==> src/sv/imm_pkg.sv <==
package imm_pkg;

  // Array geometry and arithmetic widths
  localparam int MAX_DIM    = 8;
  localparam int ELEM_WIDTH = 16;
  localparam int IDX_W      = 3;
  localparam int DIM_W      = 4;
  localparam int ADDR_W     = 2 * IDX_W;
  localparam int DEPTH      = MAX_DIM * MAX_DIM;
  localparam int PROD_W     = 2 * ELEM_WIDTH;
  localparam int SUM_W      = 36;

  // Item modes
  localparam logic [1:0] MODE_WR_A = 2'd0;
  localparam logic [1:0] MODE_WR_B = 2'd1;
  localparam logic [1:0] MODE_MUL  = 2'd2;

  // Configuration register indexes
  localparam logic [1:0] REG_ROWS_A    = 2'd0;
  localparam logic [1:0] REG_INNER_LEN = 2'd1;
  localparam logic [1:0] REG_COLS_B    = 2'd2;

  typedef struct packed {
    logic [1:0]                   mode;
    logic [IDX_W-1:0]             row_index;
    logic [IDX_W-1:0]             col_index;
    logic signed [ELEM_WIDTH-1:0] element_value;
  } in_item_t;

  typedef struct packed {
    logic [IDX_W-1:0]        out_row;
    logic [IDX_W-1:0]        out_col;
    logic signed [SUM_W-1:0] dot_sum;
    logic                    last_element;
  } out_item_t;

  // Controller to datapath commands
  typedef struct packed {
    logic             wr_a;
    logic             wr_b;
    logic             rd_en;
    logic             first;
    logic             tail;
    logic             fin;
    logic [IDX_W-1:0] ri;
    logic [IDX_W-1:0] rj;
    logic [IDX_W-1:0] rk;
  } ctl_cmd_t;

  // Datapath to controller status
  typedef struct packed {
    logic pipe_busy;
    logic done;
  } dp_status_t;

endpackage

==> src/sv/imm_datapath.sv <==
module imm_datapath (
  input  logic                clk,
  input  logic                rst,
  input  imm_pkg::ctl_cmd_t   cmd,
  input  imm_pkg::in_item_t   item,
  output imm_pkg::dp_status_t status,
  output imm_pkg::out_item_t  result,
  output logic                result_valid
);
  import imm_pkg::*;

  logic signed [ELEM_WIDTH-1:0] mem_a [DEPTH];
  logic signed [ELEM_WIDTH-1:0] mem_b [DEPTH];

  logic [ADDR_W-1:0] wr_addr;
  logic [ADDR_W-1:0] rd_addr_a;
  logic [ADDR_W-1:0] rd_addr_b;

  // stage 1: operand reads
  logic signed [ELEM_WIDTH-1:0] a_q;
  logic signed [ELEM_WIDTH-1:0] b_q;
  logic                         s1_vld;
  logic                         s1_first, s1_tail, s1_fin;
  logic [IDX_W-1:0]             s1_i, s1_j;

  // stage 2: product
  logic signed [PROD_W-1:0]     prod;
  logic                         s2_vld;
  logic                         s2_first, s2_tail, s2_fin;
  logic [IDX_W-1:0]             s2_i, s2_j;

  // stage 3: accumulator
  logic signed [SUM_W-1:0]      acc;
  logic signed [SUM_W-1:0]      acc_next;

  assign wr_addr   = {item.row_index, item.col_index};
  assign rd_addr_a = {cmd.ri, cmd.rk};
  assign rd_addr_b = {cmd.rk, cmd.rj};

  // element stores, one write and one read port each
  always_ff @(posedge clk) begin
    if (cmd.wr_a) begin
      mem_a[wr_addr] <= item.element_value;
    end
    if (cmd.wr_b) begin
      mem_b[wr_addr] <= item.element_value;
    end
    a_q <= mem_a[rd_addr_a];
    b_q <= mem_b[rd_addr_b];
  end

  // stage tags
  always_ff @(posedge clk) begin
    if (rst) begin
      s1_vld <= 1'b0;
      s2_vld <= 1'b0;
    end else begin
      s1_vld <= cmd.rd_en;
      s2_vld <= s1_vld;
    end
    s1_first <= cmd.first;
    s1_tail  <= cmd.tail;
    s1_fin   <= cmd.fin;
    s1_i     <= cmd.ri;
    s1_j     <= cmd.rj;
    s2_first <= s1_first;
    s2_tail  <= s1_tail;
    s2_fin   <= s1_fin;
    s2_i     <= s1_i;
    s2_j     <= s1_j;
  end

  // multiplier
  always_ff @(posedge clk) begin
    prod <= a_q * b_q;
  end

  // accumulate; the first term of a dot product restarts the sum
  always_comb begin
    if (s2_first) begin
      acc_next = SUM_W'(prod);
    end else begin
      acc_next = acc + SUM_W'(prod);
    end
  end

  always_ff @(posedge clk) begin
    if (s2_vld) begin
      acc <= acc_next;
    end
  end

  // result register, one-cycle strobe
  always_ff @(posedge clk) begin
    if (rst) begin
      result_valid <= 1'b0;
    end else begin
      result_valid <= s2_vld && s2_tail;
    end
    if (s2_vld && s2_tail) begin
      result.out_row      <= s2_i;
      result.out_col      <= s2_j;
      result.dot_sum      <= acc_next;
      result.last_element <= s2_fin;
    end
  end

  assign status.pipe_busy = s1_vld || s2_vld || result_valid;
  assign status.done      = result_valid && result.last_element;

  // stages move forward every cycle
  a_s1_moves: assert property (@(posedge clk) disable iff (rst) s1_vld |=> s2_vld)
    else $error("stage 1 item lost");

  // the final result is never followed at once by another one
  a_last_alone: assert property (@(posedge clk) disable iff (rst)
    result_valid && result.last_element |=> !result_valid)
    else $error("result right after the final one");

endmodule

==> src/sv/imm_control.sv <==
module imm_control (
  input  logic                clk,
  input  logic                rst,
  input  logic                start,
  input  imm_pkg::in_item_t   item,
  input  logic                cfg_valid,
  input  logic [1:0]          cfg_index,
  input  logic [3:0]          cfg_data,
  input  imm_pkg::dp_status_t status,
  output logic                busy,
  output logic                cfg_ready,
  output imm_pkg::ctl_cmd_t   cmd
);
  import imm_pkg::*;

  localparam logic [1:0] ST_IDLE  = 2'd0;
  localparam logic [1:0] ST_RUN   = 2'd1;
  localparam logic [1:0] ST_DRAIN = 2'd2;

  logic [1:0]       state;
  logic [1:0]       state_next;

  logic [DIM_W-1:0] rows_a, inner_len, cols_b;
  logic [IDX_W-1:0] p_last, n_last, q_last;
  logic [IDX_W-1:0] i_cnt, j_cnt, k_cnt;
  logic             accept;
  logic             run_start;
  logic             k_end, j_end, i_end;

  // last index for a dimension; zero acts as one, large values saturate
  function automatic logic [IDX_W-1:0] last_idx(input logic [DIM_W-1:0] v);
    logic [IDX_W-1:0] r;
    if (v == '0) begin
      r = '0;
    end else if (v > DIM_W'(MAX_DIM)) begin
      r = IDX_W'(MAX_DIM - 1);
    end else begin
      r = IDX_W'(v - DIM_W'(1));
    end
    return r;
  endfunction

  assign busy      = (state != ST_IDLE);
  assign cfg_ready = !busy;
  assign accept    = start && !busy;
  assign run_start = accept && (item.mode == MODE_MUL);

  assign k_end = (k_cnt == n_last);
  assign j_end = (j_cnt == q_last);
  assign i_end = (i_cnt == p_last);

  // configuration registers
  always_ff @(posedge clk) begin
    if (rst) begin
      rows_a    <= DIM_W'(8);
      inner_len <= DIM_W'(8);
      cols_b    <= DIM_W'(8);
    end else if (cfg_valid && cfg_ready) begin
      unique case (cfg_index)
        REG_ROWS_A:    rows_a    <= cfg_data;
        REG_INNER_LEN: inner_len <= cfg_data;
        REG_COLS_B:    cols_b    <= cfg_data;
        default:       ;
      endcase
    end
  end

  // state transitions
  always_comb begin
    state_next = state;
    unique case (state)
      ST_IDLE:  if (run_start) state_next = ST_RUN;
      ST_RUN:   if (k_end && j_end && i_end) state_next = ST_DRAIN;
      ST_DRAIN: if (status.done) state_next = ST_IDLE;
      default:  state_next = ST_IDLE;
    endcase
  end

  always_ff @(posedge clk) begin
    if (rst) begin
      state <= ST_IDLE;
    end else begin
      state <= state_next;
    end
  end

  // loop counters: k innermost, then j, then i
  always_ff @(posedge clk) begin
    if (run_start) begin
      p_last <= last_idx(rows_a);
      n_last <= last_idx(inner_len);
      q_last <= last_idx(cols_b);
      i_cnt  <= '0;
      j_cnt  <= '0;
      k_cnt  <= '0;
    end else if (state == ST_RUN) begin
      if (k_end) begin
        k_cnt <= '0;
        if (j_end) begin
          j_cnt <= '0;
          i_cnt <= i_cnt + IDX_W'(1);
        end else begin
          j_cnt <= j_cnt + IDX_W'(1);
        end
      end else begin
        k_cnt <= k_cnt + IDX_W'(1);
      end
    end
  end

  // commands
  assign cmd.wr_a  = accept && (item.mode == MODE_WR_A);
  assign cmd.wr_b  = accept && (item.mode == MODE_WR_B);
  assign cmd.rd_en = (state == ST_RUN);
  assign cmd.first = (k_cnt == '0);
  assign cmd.tail  = k_end;
  assign cmd.fin   = i_end && j_end;
  assign cmd.ri    = i_cnt;
  assign cmd.rj    = j_cnt;
  assign cmd.rk    = k_cnt;

  // the final result only arrives once issue has finished
  a_done_in_drain: assert property (@(posedge clk) disable iff (rst)
    status.done |-> state == ST_DRAIN)
    else $error("final result outside drain");

  // busy rises only for an accepted multiply
  a_busy_cause: assert property (@(posedge clk) disable iff (rst)
    $rose(busy) |-> $past(start) && $past(item.mode) == MODE_MUL)
    else $error("busy without a multiply start");

  // an idle block has an empty pipeline
  a_idle_empty: assert property (@(posedge clk) disable iff (rst)
    state == ST_IDLE |-> !status.pipe_busy)
    else $error("pipeline active while idle");

  // inner counter stays within the latched length
  a_k_range: assert property (@(posedge clk) disable iff (rst)
    state == ST_RUN |-> k_cnt <= n_last)
    else $error("inner counter out of range");

endmodule

==> src/sv/integer_matrix_multiply.sv <==
// Channel   Handshake                      Payload
// item      start in / busy out            in_item_t: mode, row, col, element
// config    cfg_valid in / cfg_ready out   cfg_index (2 b), cfg_data (4 b)
// result    result_valid out (strobe)      out_item_t: row, col, dot_sum, last
//
// A write of an A or B element leaves busy low.
// A multiply issues one product per cycle on a single multiply-accumulate
// unit with one read port per store, rows_a * cols_b * inner_len products
// in all, which then pass the read, multiply and accumulate stages; busy
// falls the cycle after the final result strobe. Each result sums inner_len products.
// Synchronous reset clears control state; stores hold no reset value.
// The receiver cannot stall: each result is shown for one cycle only.
module integer_matrix_multiply (
  input  logic               clk,
  input  logic               rst,
  input  logic               start,
  output logic               busy,
  input  imm_pkg::in_item_t  item,
  input  logic               cfg_valid,
  output logic               cfg_ready,
  input  logic [1:0]         cfg_index,
  input  logic [3:0]         cfg_data,
  output imm_pkg::out_item_t result,
  output logic               result_valid
);
  import imm_pkg::*;

  ctl_cmd_t   cmd;
  dp_status_t status;

  imm_control u_control (
    .clk       (clk),
    .rst       (rst),
    .start     (start),
    .item      (item),
    .cfg_valid (cfg_valid),
    .cfg_index (cfg_index),
    .cfg_data  (cfg_data),
    .status    (status),
    .busy      (busy),
    .cfg_ready (cfg_ready),
    .cmd       (cmd)
  );

  imm_datapath u_datapath (
    .clk          (clk),
    .rst          (rst),
    .cmd          (cmd),
    .item         (item),
    .status       (status),
    .result       (result),
    .result_valid (result_valid)
  );

endmodule

==> config.mk <==
export PLATFORM = sky130hd
export DESIGN_NAME = integer_matrix_multiply
export DESIGN_NICKNAME = d
export VERILOG_FILES = /design/src/sv/imm_pkg.sv /design/src/sv/imm_datapath.sv /design/src/sv/imm_control.sv /design/src/sv/integer_matrix_multiply.sv
export SDC_FILE = /design/constraint.sdc
export NUM_CORES = 2
export LEC_CHECK = 0
export BUFFER_PORTS_ARGS = -buffer_cell sky130_fd_sc_hd__buf_4
export CAP_MARGIN = 20
export CORE_MARGIN = 2
export CORE_UTILIZATION = 59
export DETAILED_ROUTE_END_ITERATION = 6
export PLACE_DENSITY = 0.77
export REMOVE_ABC_BUFFERS = 1
export SETUP_SLACK_MARGIN = 0.05
export SLEW_MARGIN = 20
export SYNTH_ARGS = -nofsm -noshare
export SYNTH_HDL_FRONTEND = slang
export SYNTH_SLANG_ARGS = --single-unit
==> constraint.sdc <==
create_clock -name clk -period 7 [get_ports clk]
set_input_delay 1.4 -clock clk [delete_from_list [all_inputs] [get_ports clk]]
set_output_delay 1.4 -clock clk [all_outputs]
set_load 0.01 [all_outputs]
==> run summary <==
Tmin final: 6.32 ns
IO Count: 80
Layout area overhead: 11.2%
met2 wire length: 111000 µm
RePlAce Congestion: 0.872
EDFF count, synth: 2136
most frequent cell after synthesis: edfxtp_1
Post-CTS Setup Inserts: 0
most common flop cell mapped by yosys: edfxtp_1
Final Hold Viols: 0
final std cells w/o fill: 7389
first-pass GRT wire length: 336000 µm
later-pin clock latency in the skew report: 0.88 ns
Slew HR: 0.223
post-route core utilization: 0.662
dpl ws: 0.788 ns
Starting DRT DRC Count: 6696
WL met1: 85800 µm
TritonCTS Sinks: 2244
htree depth: 4
Max Clock Skew: 0.0596 ns
1st-pass router iterations: 6
worst path required time: 7.75 ns
worst path cell trace: nand2_1 > fa_1 > fa_1 > inv_1 > fa_1 > fa_1 > fa_1 > inv_1 > fa_1 > inv_1 > ha_1 > and3_1 > and3_1 > a21oi_1 > a21oi_1 > nand2b_1 > nand3_1 > a41o_1 > a41oi_1 > xnor2_1
fraction of final layout cells sized beyond drive strength 1: 0.244
CTS root buffer: clkbuf_16
sequential area share after synthesis: 0.693
slowest stage delay, CP: 0.68 ns
core area: 161000 µm²
DR vias/cell: 6.51
Hold-fix buffers, CTS: 0
Synth top cells by count: edfxtp_1, mux4_2, inv_1
initial antenna violation count: 25
DR WL/cell: 30.9 µm
Inserted Clock Buffers: 211
top sig layer: met5
crit path capture type: flip-flop
post-route setup slack: 0.677 ns
RSZ-0062 raised after global routing: false
initial core utilization: 0.595
Synth Cell Area: 95700 µm²
Routed met3 length: 23900 µm
kind of critical path: reg -> reg
slowest CP cell: dfxtp_1
crit share post-route: 0.903
Tightest Hold Check Type: reg -> reg
antenna viol nets, final: 0
Final #Nets: 5464
Worst Max-Slew Pin Slew: 1.17 ns
CP Max Fanout: 16
Max Slew Vio Count: 0
synthesis-stage register bit count: 2244
port bufs: 79
largest net degree at the start of global routing: 125
maxcap violations: 0
Rows: 147
die height: 407 µm
total wire length: 228000 µm
Yosys top cell area share: 0.670
Yosys warnings: 0
total grt overflow: 0
most used cell, CP: fa_1
Clock Pin Slew Worst Setup and Hold Paths: 0.06 ns
DRC violation count after routing: 0
Multi-input gate area: 27300 µm²
die area: 165000 µm²
post-DP HPWL: 130000 µm
Avg Cell Area, Syn: 20.0 µm²
sequential cell area: 66300 µm²
vias post-DR: 48100
vias in the first global route: 49100
CP arrival: 7.07 ns
Yosys top cell by area: edfxtp_1
R2R Setup Slk: 0.68 ns
Placed Cells: 6989
Synth cell types: 70
die width: 407 µm
status: finished clean
asr flop ratio synth: 0
top cells by area, synth: edfxtp_1, mux4_2, fa_1
Syn Inst Count: 4796
FMAX: 158 MHz
GRT Overall Usage: 0.283
# fillers: 10100
CTS tree: yes
startpoint types: flip-flop
post-route setup TNS: 0 ns
cts repair resizes: 0
clock buffer depth: 3
final setup fails: 0
==> layout by cell type, fill, tap and decap left out, types with 39 or more instances in the layout <==
| cell type | synthesis | layout |
|---|---|---|
| xnor2_1 | 43 | 43 |
| mux4_2 | 672 | 672 |
| a21oi_1 | 56 | 56 |
| inv_1 | 331 | 330 |
| dfxtp_1 | 108 | 99 |
| fa_1 | 263 | 263 |
| clkinv_1 | 0 | 45 |
| ha_1 | 124 | 124 |
| clkbuf_1 | 137 | 45 |
| clkbuf_16 | 0 | 211 |
| nand2_1 | 188 | 188 |
| nor2_1 | 205 | 188 |
| and2_1 | 133 | 132 |
| edfxtp_1 | 2136 | 2136 |
| clkinv_2 | 0 | 39 |
| o21ai_0 | 49 | 49 |
| buf_4 | 10 | 241 |
==> critical path: cells and delay by family, from the launching register on <==
family	cells	cell delay, ns
compound gates	4	0.99
fa+ha+maj	7	3.39
xor+xnor	1	0.14
buf+inv	3	0.14
flops	1	0.68
simple gates	5	0.85
==> metal layers <==
| metal | vias to the layer above | track usage |
|---|---|---|
| li1 | 19300 | - |
| met1 | 25200 | 0.399 |
| met2 | 3057 | 0.451 |
| met3 | 464 | 0.0615 |
| met4 | 28 | 0.0893 |
| met5 | - | 0 |
==> registers in the layout, indices dropped and copies added (netlist names), 16 cells and up <==
| name | count |
|---|---|
| u_datapath.mem_a | 1024 |
| u_datapath.mem_b | 1024 |
| u_datapath.result | 43 |
| u_datapath.acc | 36 |
| u_datapath.prod | 32 |
| u_datapath.a_q | 16 |
| u_datapath.b_q | 16 |
==> metrics by stage <==
step | instance area, µm² | hold slack (ns)
2_1_floorplan | 94800 | 0.310
3_3_place_gp | 99500 | 0.311
3_5_place_dp | 99500 | 0.314
4_1_cts | 106000 | 0.327
5_1_grt | 106000 | 0.338
6_report | 106000 | 0.326
==> final timing paths <==
path / start / end / cells after the start
setup / recovery: u_datapath.b_q[1] / u_datapath.prod[31] / 20
hold / removal: u_datapath.s1_j[2] / u_datapath.s2_j[2] / 0
setup reg to reg: u_datapath.b_q[1] / u_datapath.prod[31] / 20
hold reg to reg: u_datapath.s1_j[2] / u_datapath.s2_j[2] / 0
==> final cells by class <==
| class | instances | share of cell area |
|---|---|---|
| multi-input combinational | 2004 | 0.256 |
| clock inverter | 134 | 0.0129 |
| sequential | 2244 | 0.623 |
| antenna | 3 | 0.0000705 |
| clock buffer | 262 | 0.0520 |
| tap | 2160 | 0.0254 |
| inverter | 332 | 0.0117 |
| timing repair buffer | 250 | 0.0185 |
==> kinds of logic (layout without fill, tap and decap cells) <==
kind of cell,after synthesis,in the layout,synth area share
simple gates,629,629,0.0310
xor+xnor,67,67,0.00613
mux,686,686,0.160
other cells,0,3,0
fa+ha+maj,387,387,0.0712
compound gates,235,235,0.0163
buf+inv,548,978,0.0229
flops,2244,2244,0.693
Power is left out: the tool's default activity adds up to more than one toggle a clock period on the data nets, which glitch-free logic cannot reach.
